===== src/rtl/icd_pkg.sv =====
`default_nettype none

package icd_pkg;

  localparam int unsigned HalfwordWidth = 16;
  localparam int unsigned LengthWidth   = 3;
  localparam int unsigned ClassWidth    = 6;

  // Instruction length in halfwords
  localparam logic [LengthWidth-1:0] LEN_16 = 3'd1;
  localparam logic [LengthWidth-1:0] LEN_32 = 3'd2;
  localparam logic [LengthWidth-1:0] LEN_48 = 3'd3;
  localparam logic [LengthWidth-1:0] LEN_80 = 3'd5;

  // Class codes
  localparam logic [ClassWidth-1:0] C16_ILLEGAL        = 6'd0;
  localparam logic [ClassWidth-1:0] C16_BKPT           = 6'd1;
  localparam logic [ClassWidth-1:0] C16_RTI            = 6'd11;
  localparam logic [ClassWidth-1:0] C16_SWI            = 6'd12;
  localparam logic [ClassWidth-1:0] C16_B              = 6'd13;
  localparam logic [ClassWidth-1:0] C16_SWITCH         = 6'd14;
  localparam logic [ClassWidth-1:0] C16_VERSION        = 6'd15;
  localparam logic [ClassWidth-1:0] C16_SWI_U          = 6'd16;
  localparam logic [ClassWidth-1:0] C16_LDM_STM        = 6'd17;
  localparam logic [ClassWidth-1:0] C16_LD_ST_SP       = 6'd18;
  localparam logic [ClassWidth-1:0] C16_LDW_STW        = 6'd19;
  localparam logic [ClassWidth-1:0] C16_ADD_SP         = 6'd20;
  localparam logic [ClassWidth-1:0] C16_B_COND         = 6'd21;
  localparam logic [ClassWidth-1:0] C16_LD_ST          = 6'd22;
  localparam logic [ClassWidth-1:0] C16_ALU_OP         = 6'd23;
  localparam logic [ClassWidth-1:0] C32_ADDCMPB        = 6'd24;
  localparam logic [ClassWidth-1:0] C32_B              = 6'd25;
  localparam logic [ClassWidth-1:0] C32_LD_ST_COND_IDX = 6'd26;
  localparam logic [ClassWidth-1:0] C32_LD_ST_DISP12   = 6'd27;
  localparam logic [ClassWidth-1:0] C32_LD_ST_PRE_POST = 6'd28;
  localparam logic [ClassWidth-1:0] C32_LD_ST_DISP16   = 6'd29;
  localparam logic [ClassWidth-1:0] C32_ALU_OP         = 6'd30;
  localparam logic [ClassWidth-1:0] C32_ALU_ADD        = 6'd31;
  localparam logic [ClassWidth-1:0] C32_ALU_ADD_PC     = 6'd32;
  localparam logic [ClassWidth-1:0] C32_ALU_COND       = 6'd33;
  localparam logic [ClassWidth-1:0] C32_ALU_FOP        = 6'd34;
  localparam logic [ClassWidth-1:0] C32_FTRUNC         = 6'd35;
  localparam logic [ClassWidth-1:0] C32_P_CONTROL      = 6'd39;
  localparam logic [ClassWidth-1:0] C48_DATA_VOP       = 6'd40;
  localparam logic [ClassWidth-1:0] C48_B              = 6'd41;
  localparam logic [ClassWidth-1:0] C48_ADD_PC_REL     = 6'd42;
  localparam logic [ClassWidth-1:0] C48_ADD_LD_ST      = 6'd43;
  localparam logic [ClassWidth-1:0] C48_ALU_OP         = 6'd44;
  localparam logic [ClassWidth-1:0] C48_ALU_ADD        = 6'd45;
  localparam logic [ClassWidth-1:0] C80_MEM_OP         = 6'd46;
  localparam logic [ClassWidth-1:0] C80_DATA_OP        = 6'd47;
  localparam logic [ClassWidth-1:0] CLASS_UNKNOWN      = 6'd48;

  // Highest single-halfword system opcode with a class of its own
  localparam logic [3:0] SysOpLast = 4'd10;

  typedef struct packed {
    logic [LengthWidth-1:0] length;
    logic [ClassWidth-1:0]  cls;
    logic                   recognized;
  } icd_result_t;

endpackage

`default_nettype wire


===== src/rtl/icd_classify.sv =====
`default_nettype none

module icd_classify
  import icd_pkg::*;
(
  input  wire logic [HalfwordWidth-1:0] h0,
  input  wire logic [HalfwordWidth-1:0] h1,
  output icd_result_t                   result
);

  logic [31:0]           w;
  logic [ClassWidth-1:0] cls16;
  logic [ClassWidth-1:0] cls32;
  logic [ClassWidth-1:0] cls48;
  logic [ClassWidth-1:0] cls80;

  assign w = {h0, h1};

  always_comb begin
    if ((h0 & 16'hfff0) == 16'h0000) begin
      // system opcodes map one-to-one starting at BKPT
      if (h0[3:0] <= SysOpLast) cls16 = C16_BKPT + ClassWidth'(h0[3:0]);
      else                      cls16 = C16_ILLEGAL;
    end
    else if ((h0 & 16'hffe0) == 16'h0020) cls16 = C16_SWI;
    else if ((h0 & 16'hffc0) == 16'h0040) cls16 = C16_B;
    else if ((h0 & 16'hffd0) == 16'h0080) cls16 = C16_SWITCH;
    else if ((h0 & 16'hffe0) == 16'h00e0) cls16 = C16_VERSION;
    else if ((h0 & 16'hffc0) == 16'h01c0) cls16 = C16_SWI_U;
    else if ((h0 & 16'hfe00) == 16'h0200) cls16 = C16_LDM_STM;
    else if ((h0 & 16'hfc00) == 16'h0400) cls16 = C16_LD_ST_SP;
    else if ((h0 & 16'hf800) == 16'h0800) cls16 = C16_LDW_STW;
    else if ((h0 & 16'hf800) == 16'h1000) cls16 = C16_ADD_SP;
    else if ((h0 & 16'hf800) == 16'h1800) cls16 = C16_B_COND;
    else if ((h0 & 16'he000) == 16'h2000) cls16 = C16_LD_ST;
    else if ((h0 & 16'hc000) == 16'h4000) cls16 = C16_ALU_OP;
    else                                  cls16 = CLASS_UNKNOWN;
  end

  always_comb begin
    if      ((w & 32'hf0000000) == 32'h80000000) cls32 = C32_ADDCMPB;
    else if ((w & 32'hf0000000) == 32'h90000000) cls32 = C32_B;
    else if ((w & 32'hff000060) == 32'ha0000000) cls32 = C32_LD_ST_COND_IDX;
    else if ((w & 32'hfe000000) == 32'ha2000000) cls32 = C32_LD_ST_DISP12;
    else if ((w & 32'hfe00007f) == 32'ha4000000) cls32 = C32_LD_ST_PRE_POST;
    else if ((w & 32'hfc000000) == 32'ha8000000) cls32 = C32_LD_ST_DISP16;
    else if ((w & 32'hfc000000) == 32'hb0000000) cls32 = C32_ALU_OP;
    else if ((w & 32'hfc000000) == 32'hb4000000) cls32 = C32_ALU_ADD;
    else if ((w & 32'hffe00000) == 32'hbfe00000) cls32 = C32_ALU_ADD_PC;
    else if ((w & 32'hf8000060) == 32'hc0000000 ||
             (w & 32'hf8000040) == 32'hc0000040) cls32 = C32_ALU_COND;
    else if ((w & 32'hfe000060) == 32'hc8000000 ||
             (w & 32'hfe000040) == 32'hc8000040) cls32 = C32_ALU_FOP;
    else if ((w & 32'hff800060) == 32'hca000000 ||
             (w & 32'hff800040) == 32'hca000040)
      // conversion kind sits in bits 22:21
      cls32 = C32_FTRUNC + ClassWidth'(w[22:21]);
    else if ((w & 32'hffc0ffe0) == 32'hcc000000) cls32 = C32_P_CONTROL;
    else                                         cls32 = CLASS_UNKNOWN;
  end

  always_comb begin
    if      ((h0 & 16'hfc00) == 16'hf400) cls48 = C48_DATA_VOP;
    else if ((h0 & 16'hfc00) == 16'he000) cls48 = C48_B;
    else if ((h0 & 16'hff00) == 16'he500) cls48 = C48_ADD_PC_REL;
    else if ((h0 & 16'hfe00) == 16'he600) cls48 = C48_ADD_LD_ST;
    else if ((h0 & 16'hfc00) == 16'he800) cls48 = C48_ALU_OP;
    else if ((h0 & 16'hfc00) == 16'hec00) cls48 = C48_ALU_ADD;
    else                                  cls48 = CLASS_UNKNOWN;
  end

  always_comb begin
    if      ((h0 & 16'hfc00) == 16'hf800) cls80 = C80_MEM_OP;
    else if ((h0 & 16'hfc00) == 16'hfc00) cls80 = C80_DATA_OP;
    else                                  cls80 = CLASS_UNKNOWN;
  end

  always_comb begin
    if (!h0[15]) begin
      result.length = LEN_16;
      result.cls    = cls16;
    end else if ((h0 & 16'hfc00) == 16'hf400) begin
      result.length = LEN_48;
      result.cls    = cls48;
    end else if ((h0 & 16'hf800) == 16'hf800) begin
      result.length = LEN_80;
      result.cls    = cls80;
    end else if ((h0 & 16'he000) == 16'he000) begin
      result.length = LEN_48;
      result.cls    = cls48;
    end else begin
      result.length = LEN_32;
      result.cls    = cls32;
    end
    result.recognized = (result.cls != CLASS_UNKNOWN);
  end

endmodule

`default_nettype wire


===== src/rtl/instruction_class_decoder.sv =====
`default_nettype none

// Channel  Handshake              Fields
// in       in_valid / in_ready    first_halfword, second_halfword, third_halfword
// out      out_valid / out_ready  length_halfwords, class_code, recognized
//
// One word per cycle sustained while the output is not stalled. Each
// word passes through the input register, then the result register;
// the decode in between is a single pass of mask/match logic.
// Synchronous reset empties both registers.
// A stalled output holds its word; the input register keeps accepting as
// long as the result register can take what it holds.

module instruction_class_decoder
  import icd_pkg::*;
(
  input  wire logic                     clk,
  input  wire logic                     rst,
  input  wire logic                     in_valid,
  output logic                          in_ready,
  input  wire logic [HalfwordWidth-1:0] first_halfword,
  input  wire logic [HalfwordWidth-1:0] second_halfword,
  input  wire logic [HalfwordWidth-1:0] third_halfword,
  output logic                          out_valid,
  input  wire logic                     out_ready,
  output logic [LengthWidth-1:0]        length_halfwords,
  output logic [ClassWidth-1:0]         class_code,
  output logic                          recognized
);

  logic                     s1_valid;
  logic [HalfwordWidth-1:0] s1_h0;
  logic [HalfwordWidth-1:0] s1_h1;
  logic [HalfwordWidth-1:0] s1_h2;
  logic                     out_free;
  icd_result_t              dec;

  assign out_free = !out_valid || out_ready;
  assign in_ready = !s1_valid || out_free;

  always_ff @(posedge clk) begin
    if (rst) begin
      s1_valid <= 1'b0;
    end else if (in_ready) begin
      s1_valid <= in_valid;
    end
  end

  // third halfword is carried along but never looked at
  always_ff @(posedge clk) begin
    if (in_valid && in_ready) begin
      s1_h0 <= first_halfword;
      s1_h1 <= second_halfword;
      s1_h2 <= third_halfword;
    end
  end

  icd_classify u_classify (
    .h0     (s1_h0),
    .h1     (s1_h1 | (s1_h2 & 16'h0000)),
    .result (dec)
  );

  always_ff @(posedge clk) begin
    if (rst) begin
      out_valid <= 1'b0;
    end else if (out_free) begin
      out_valid <= s1_valid;
    end
  end

  always_ff @(posedge clk) begin
    if (s1_valid && out_free) begin
      length_halfwords <= dec.length;
      class_code       <= dec.cls;
      recognized       <= dec.recognized;
    end
  end

  a_recog_matches_class: assert property (@(posedge clk) disable iff (rst)
    out_valid |-> (recognized == (class_code != CLASS_UNKNOWN)))
    else $error("recognized disagrees with class_code");

  a_length_legal: assert property (@(posedge clk) disable iff (rst)
    out_valid |-> (length_halfwords == LEN_16 || length_halfwords == LEN_32 ||
                   length_halfwords == LEN_48 || length_halfwords == LEN_80))
    else $error("illegal instruction length");

  a_len80_class: assert property (@(posedge clk) disable iff (rst)
    (out_valid && length_halfwords == LEN_80) |->
      (class_code == C80_MEM_OP || class_code == C80_DATA_OP ||
       class_code == CLASS_UNKNOWN))
    else $error("80-bit length with a non-80-bit class");

  a_no_drop: assert property (@(posedge clk) disable iff (rst)
    (s1_valid && !out_free) |=> s1_valid)
    else $error("input register word lost while output stalled");

endmodule

`default_nettype wire

===== config.mk =====
export PLATFORM = sky130hd
export DESIGN_NAME = instruction_class_decoder
export DESIGN_NICKNAME = d
export VERILOG_FILES = /design/src/rtl/icd_pkg.sv /design/src/rtl/icd_classify.sv /design/src/rtl/instruction_class_decoder.sv
export SDC_FILE = /design/constraint.sdc
export NUM_CORES = 1
export LEC_CHECK = 0
export BUFFER_PORTS_ARGS = -buffer_cell sky130_fd_sc_hd__buf_2
export CORE_MARGIN = 2
export CORE_UTILIZATION = 50
export CTS_CLUSTER_SIZE = 8
export DETAILED_ROUTE_END_ITERATION = 10
export GPL_ROUTABILITY_DRIVEN = 0
export PLACE_DENSITY_LB_ADDON = 0.08
export SLEW_MARGIN = 20
export SYNTH_ARGS = -nofsm -noshare
export SYNTH_HDL_FRONTEND = slang
export SYNTH_SLANG_ARGS = --single-unit

===== constraint.sdc =====
create_clock -name clk -period 5.35 [get_ports clk]
set_clock_uncertainty 0.2 [all_clocks]
set_input_delay 0.535 -clock clk [delete_from_list [all_inputs] [get_ports clk]]
set_output_delay 0.535 -clock clk [all_outputs]
set_load 0.005 [all_outputs]

==> flow_summary_export.csv <==
group,metric,value,unit
setup_path,r2r_start,"s1_h0[11]",
die,floorplan.die_area,5000,um2
synth,synth-seq-area-share,58.5,%
drt,wirelength,4330,um
synth,synth_enable_flop_cells,42,
hold_path,holdPathStages,2,
clock_tree,postCtsSetupBuffers,0,
layout,num-nets-final,294,
synth,synthCells,192,
hold_path,worstHoldEndpoint,"out_valid",
clock_tree,cts.sink_count,44,
pwr,power_density,283,nW/um2
sta,final-max-slew-violation-count,0,
grt,antenna_found_initial,0,
die,initial_utilization,51.5,%
hold_path,hold_path.class,"in -> reg",
drt,viasPerCell,5.88,
die,fp.coreArea,4320,um2
layout,layout_commonest_cell,"buf_2",
run_status,status,"completed",
drt,remaining_drc_errors,0,
layout,total_area_of_sequential_cells,1300,um2
sta,minimum_hold_slack,0.195,ns
sta,report.final.setup_viol,0,
drt,detailedRoute.firstIterationViolations,154,
synth,synth_cell_type_count,52,
synth,avgSynthCellArea,11.6,um2
setup_path,cp_data_required_time,5.21,ns
grt,global_route.overflow_total,0,
drt,detail_route.first_pass.iterations,4,
synth,asyncSetResetFlopFracSynth,0,%
layout,mostFrequentLayoutCells,"buf_2, edfxtp_1, nor2_1",
grt,grt_max_degree,33,
layout,multiInputGateArea,838,um2
synth,ys_seq_elements,44,
setup_path,critical_path.reg2reg.endpoint,"recognized",
synth,dominant_register_cell_in_the_synthesized_netlist,"edfxtp_1",
drt,vias,1706,
clock_tree,h-tree-depth,2,
layout,num-fill-cells,376,
synth,cell_area_after_technology_mapping,2230,um2
setup_path,critPathLaunchType,"register",
clock_tree,worst_skew_pair.late_latency,0.30,ns
synth,postSynthNetCount,249,
die,floorplan.die.width,70.7,um
layout,diodes,0,
clock_tree,cts-buffers-inserted,5,
placed_design,dp_hpwl,3180,um
sta,worst-slew-pin-transition,0.795,ns
pwr,power.ir.vdd_worst,0.000186,V
setup_path,wp_data_arrival,2.24,ns
setup_path,path_max_fanout,16,
synth,yosys_warnings,0,
sta,maxSlewHeadroom,46.9,%
setup_path,endpoint_kind,"register",
die,num_rows,24,
die,io_pins,64,
clock_tree,cts.path.max_buffers,2,
grt,grt_first_pass_wirelength,7180,um
synth,synth.top_cell.area_share,56.7,%
grt,via_count_of_the_first_global_routing_pass,1563,
clock_tree,cts_root_buf,"clkbuf_8",
clock_tree,cts_resized,0,
pwr,p_leak,0.976,nW
drt,ant_nets,0,
flow_run,maxCapViolCount,0,
sta,hold_violations,0,
hold_path,hold_path.startpoint,"rst",
sta,final_min_period_over_clock_period,44.6,%
die,floorplan.die.height,70.7,um
synth,synth.largest_area_cell,"edfxtp_1",
clock_tree,cts_tree,"built",
clock_tree,worst_setup_hold_path_clk_slew,0.08,ns
sta,fin_crit,2.38,ns
sta,fmax,419,MHz
drt,drt-wirelength-per-cell,14.9,um
grt,grt_util_all_layers,18.3,%
sta,rsz0062_at_grt,"no",
setup_path,criticalPathCategory,"reg -> reg",
clock_tree,ctsHoldBuffers,0,
setup_path,rr_worst_depth,5,
setup_path,setup.reg_to_reg.worst_slack,2.97,ns
sta,setup_tns,0,ns
layout,areaGrowthSynthToFinish,16.5,%
synth,yosys-top-cells-area,"edfxtp_1, ha_1, a21oi_1, nor3_1, nor2_1",
layout,post_route_cells_drive_above_1_share,26.1,%
placed_design,io_buffer_count,47,
## cell type report
| type | instances | area share, % |
|---|---|---|
| Clock buffer | 5 | 2.65 |
| Clock inverter | 3 | 1.64 |
| Inverter | 9 | 1.30 |
| Multi-Input combinational cell | 129 | 32.3 |
| Sequential cell | 44 | 50.2 |
| Tap cell | 52 | 2.51 |
| Timing Repair Buffer | 48 | 9.36 |
## synth_stat cells, drive strengths merged (2+ instances only)
| master | n |
|---|---|
| nor4 | 3 |
| o21ai | 4 |
| a21o | 2 |
| nor4b | 3 |
| nand2 | 10 |
| edfxtp | 42 |
| o21a | 4 |
| ha | 5 |
| buf | 7 |
| a31oi | 4 |
| or2 | 2 |
| dfxtp | 2 |
| inv | 9 |
| and4 | 2 |
| and3 | 2 |
| nor2 | 14 |
| nor2b | 5 |
| clkbuf | 3 |
| a211oi | 4 |
| o211ai | 2 |
| o31ai | 2 |
| nand3 | 5 |
| a21oi | 12 |
| or4 | 2 |
| nand4 | 4 |
| nor3 | 11 |
| nand2b | 4 |
| nor3b | 4 |
## metal layers
metal	GRT usage, %	part of all wire (%)	up-vias
met4	9.22	2.3	0
met3	3.85	8.0	11
li1	-	-	828
met5	0	0	-
met2	30.8	50	87
met1	22.3	40	780
## critical path, cell delays in order (launching register included)
cell and delay (ns):
edfxtp_1 0.61, nor3b_1 0.26, a21o_1 0.20, a2111o_1 0.42, or2_1 0.23, a31o_1 0.22
## metrics by stage
stage / setup WS (ns) / std cells / cell area [um2] / util, % / power [mW]
2_1_floorplan: 3.22 / 192 / 2230 / - / 0.465
3_3_place_gp: 3.01 / 282 / 2480 / 57.4 / 0.490
3_5_place_dp: 3.00 / 282 / 2480 / 57.4 / 0.493
4_1_cts: 2.98 / 290 / 2590 / 60.0 / 0.741
5_1_grt: 2.84 / 290 / 2590 / 60.0 / 0.767
6_report: 2.97 / 290 / 2590 / 60.0 / 0.735
## cell families after synthesis
| group | Yosys count | share of synthesized area, % |
|---|---|---|
| flops | 44 | 58.5 |
| compound gates | 46 | 14.3 |
| fa+ha+maj | 5 | 2.81 |
| simple gates | 77 | 20.1 |
| mux | 1 | 0.450 |
| buf+inv | 19 | 3.88 |
## flip-flops by register name (all words and copies together) (netlist names)
name	flops
out_valid	1
length_halfwords	3
s1_h0	16
recognized	1
class_code	6
s1_valid	1
s1_h1	16
## report_power, final
part / total (mW) / switching (mW) / internal (mW)
combinational: 0.0656 / 0.0343 / 0.0313
sequential: 0.420 / 0.0201 / 0.400
clock: 0.249 / 0.111 / 0.138
## worst max path at each step
| stage | start | end | slack, ns | cells after the start |
|---|---|---|---|---|
| after floorplan | s1_h0[6] | recognized | 3.22 | 8 |
| after global placement | s1_h0[11] | recognized | 3.01 | 5 |
| after detailed placement | s1_h0[11] | recognized | 3.00 | 5 |
| after CTS | s1_h0[11] | recognized | 2.98 | 5 |
| after global routing | s1_h0[11] | recognized | 2.84 | 5 |
| final | s1_h0[11] | recognized | 2.97 | 5 |
(Power assumes the default switching activity.)
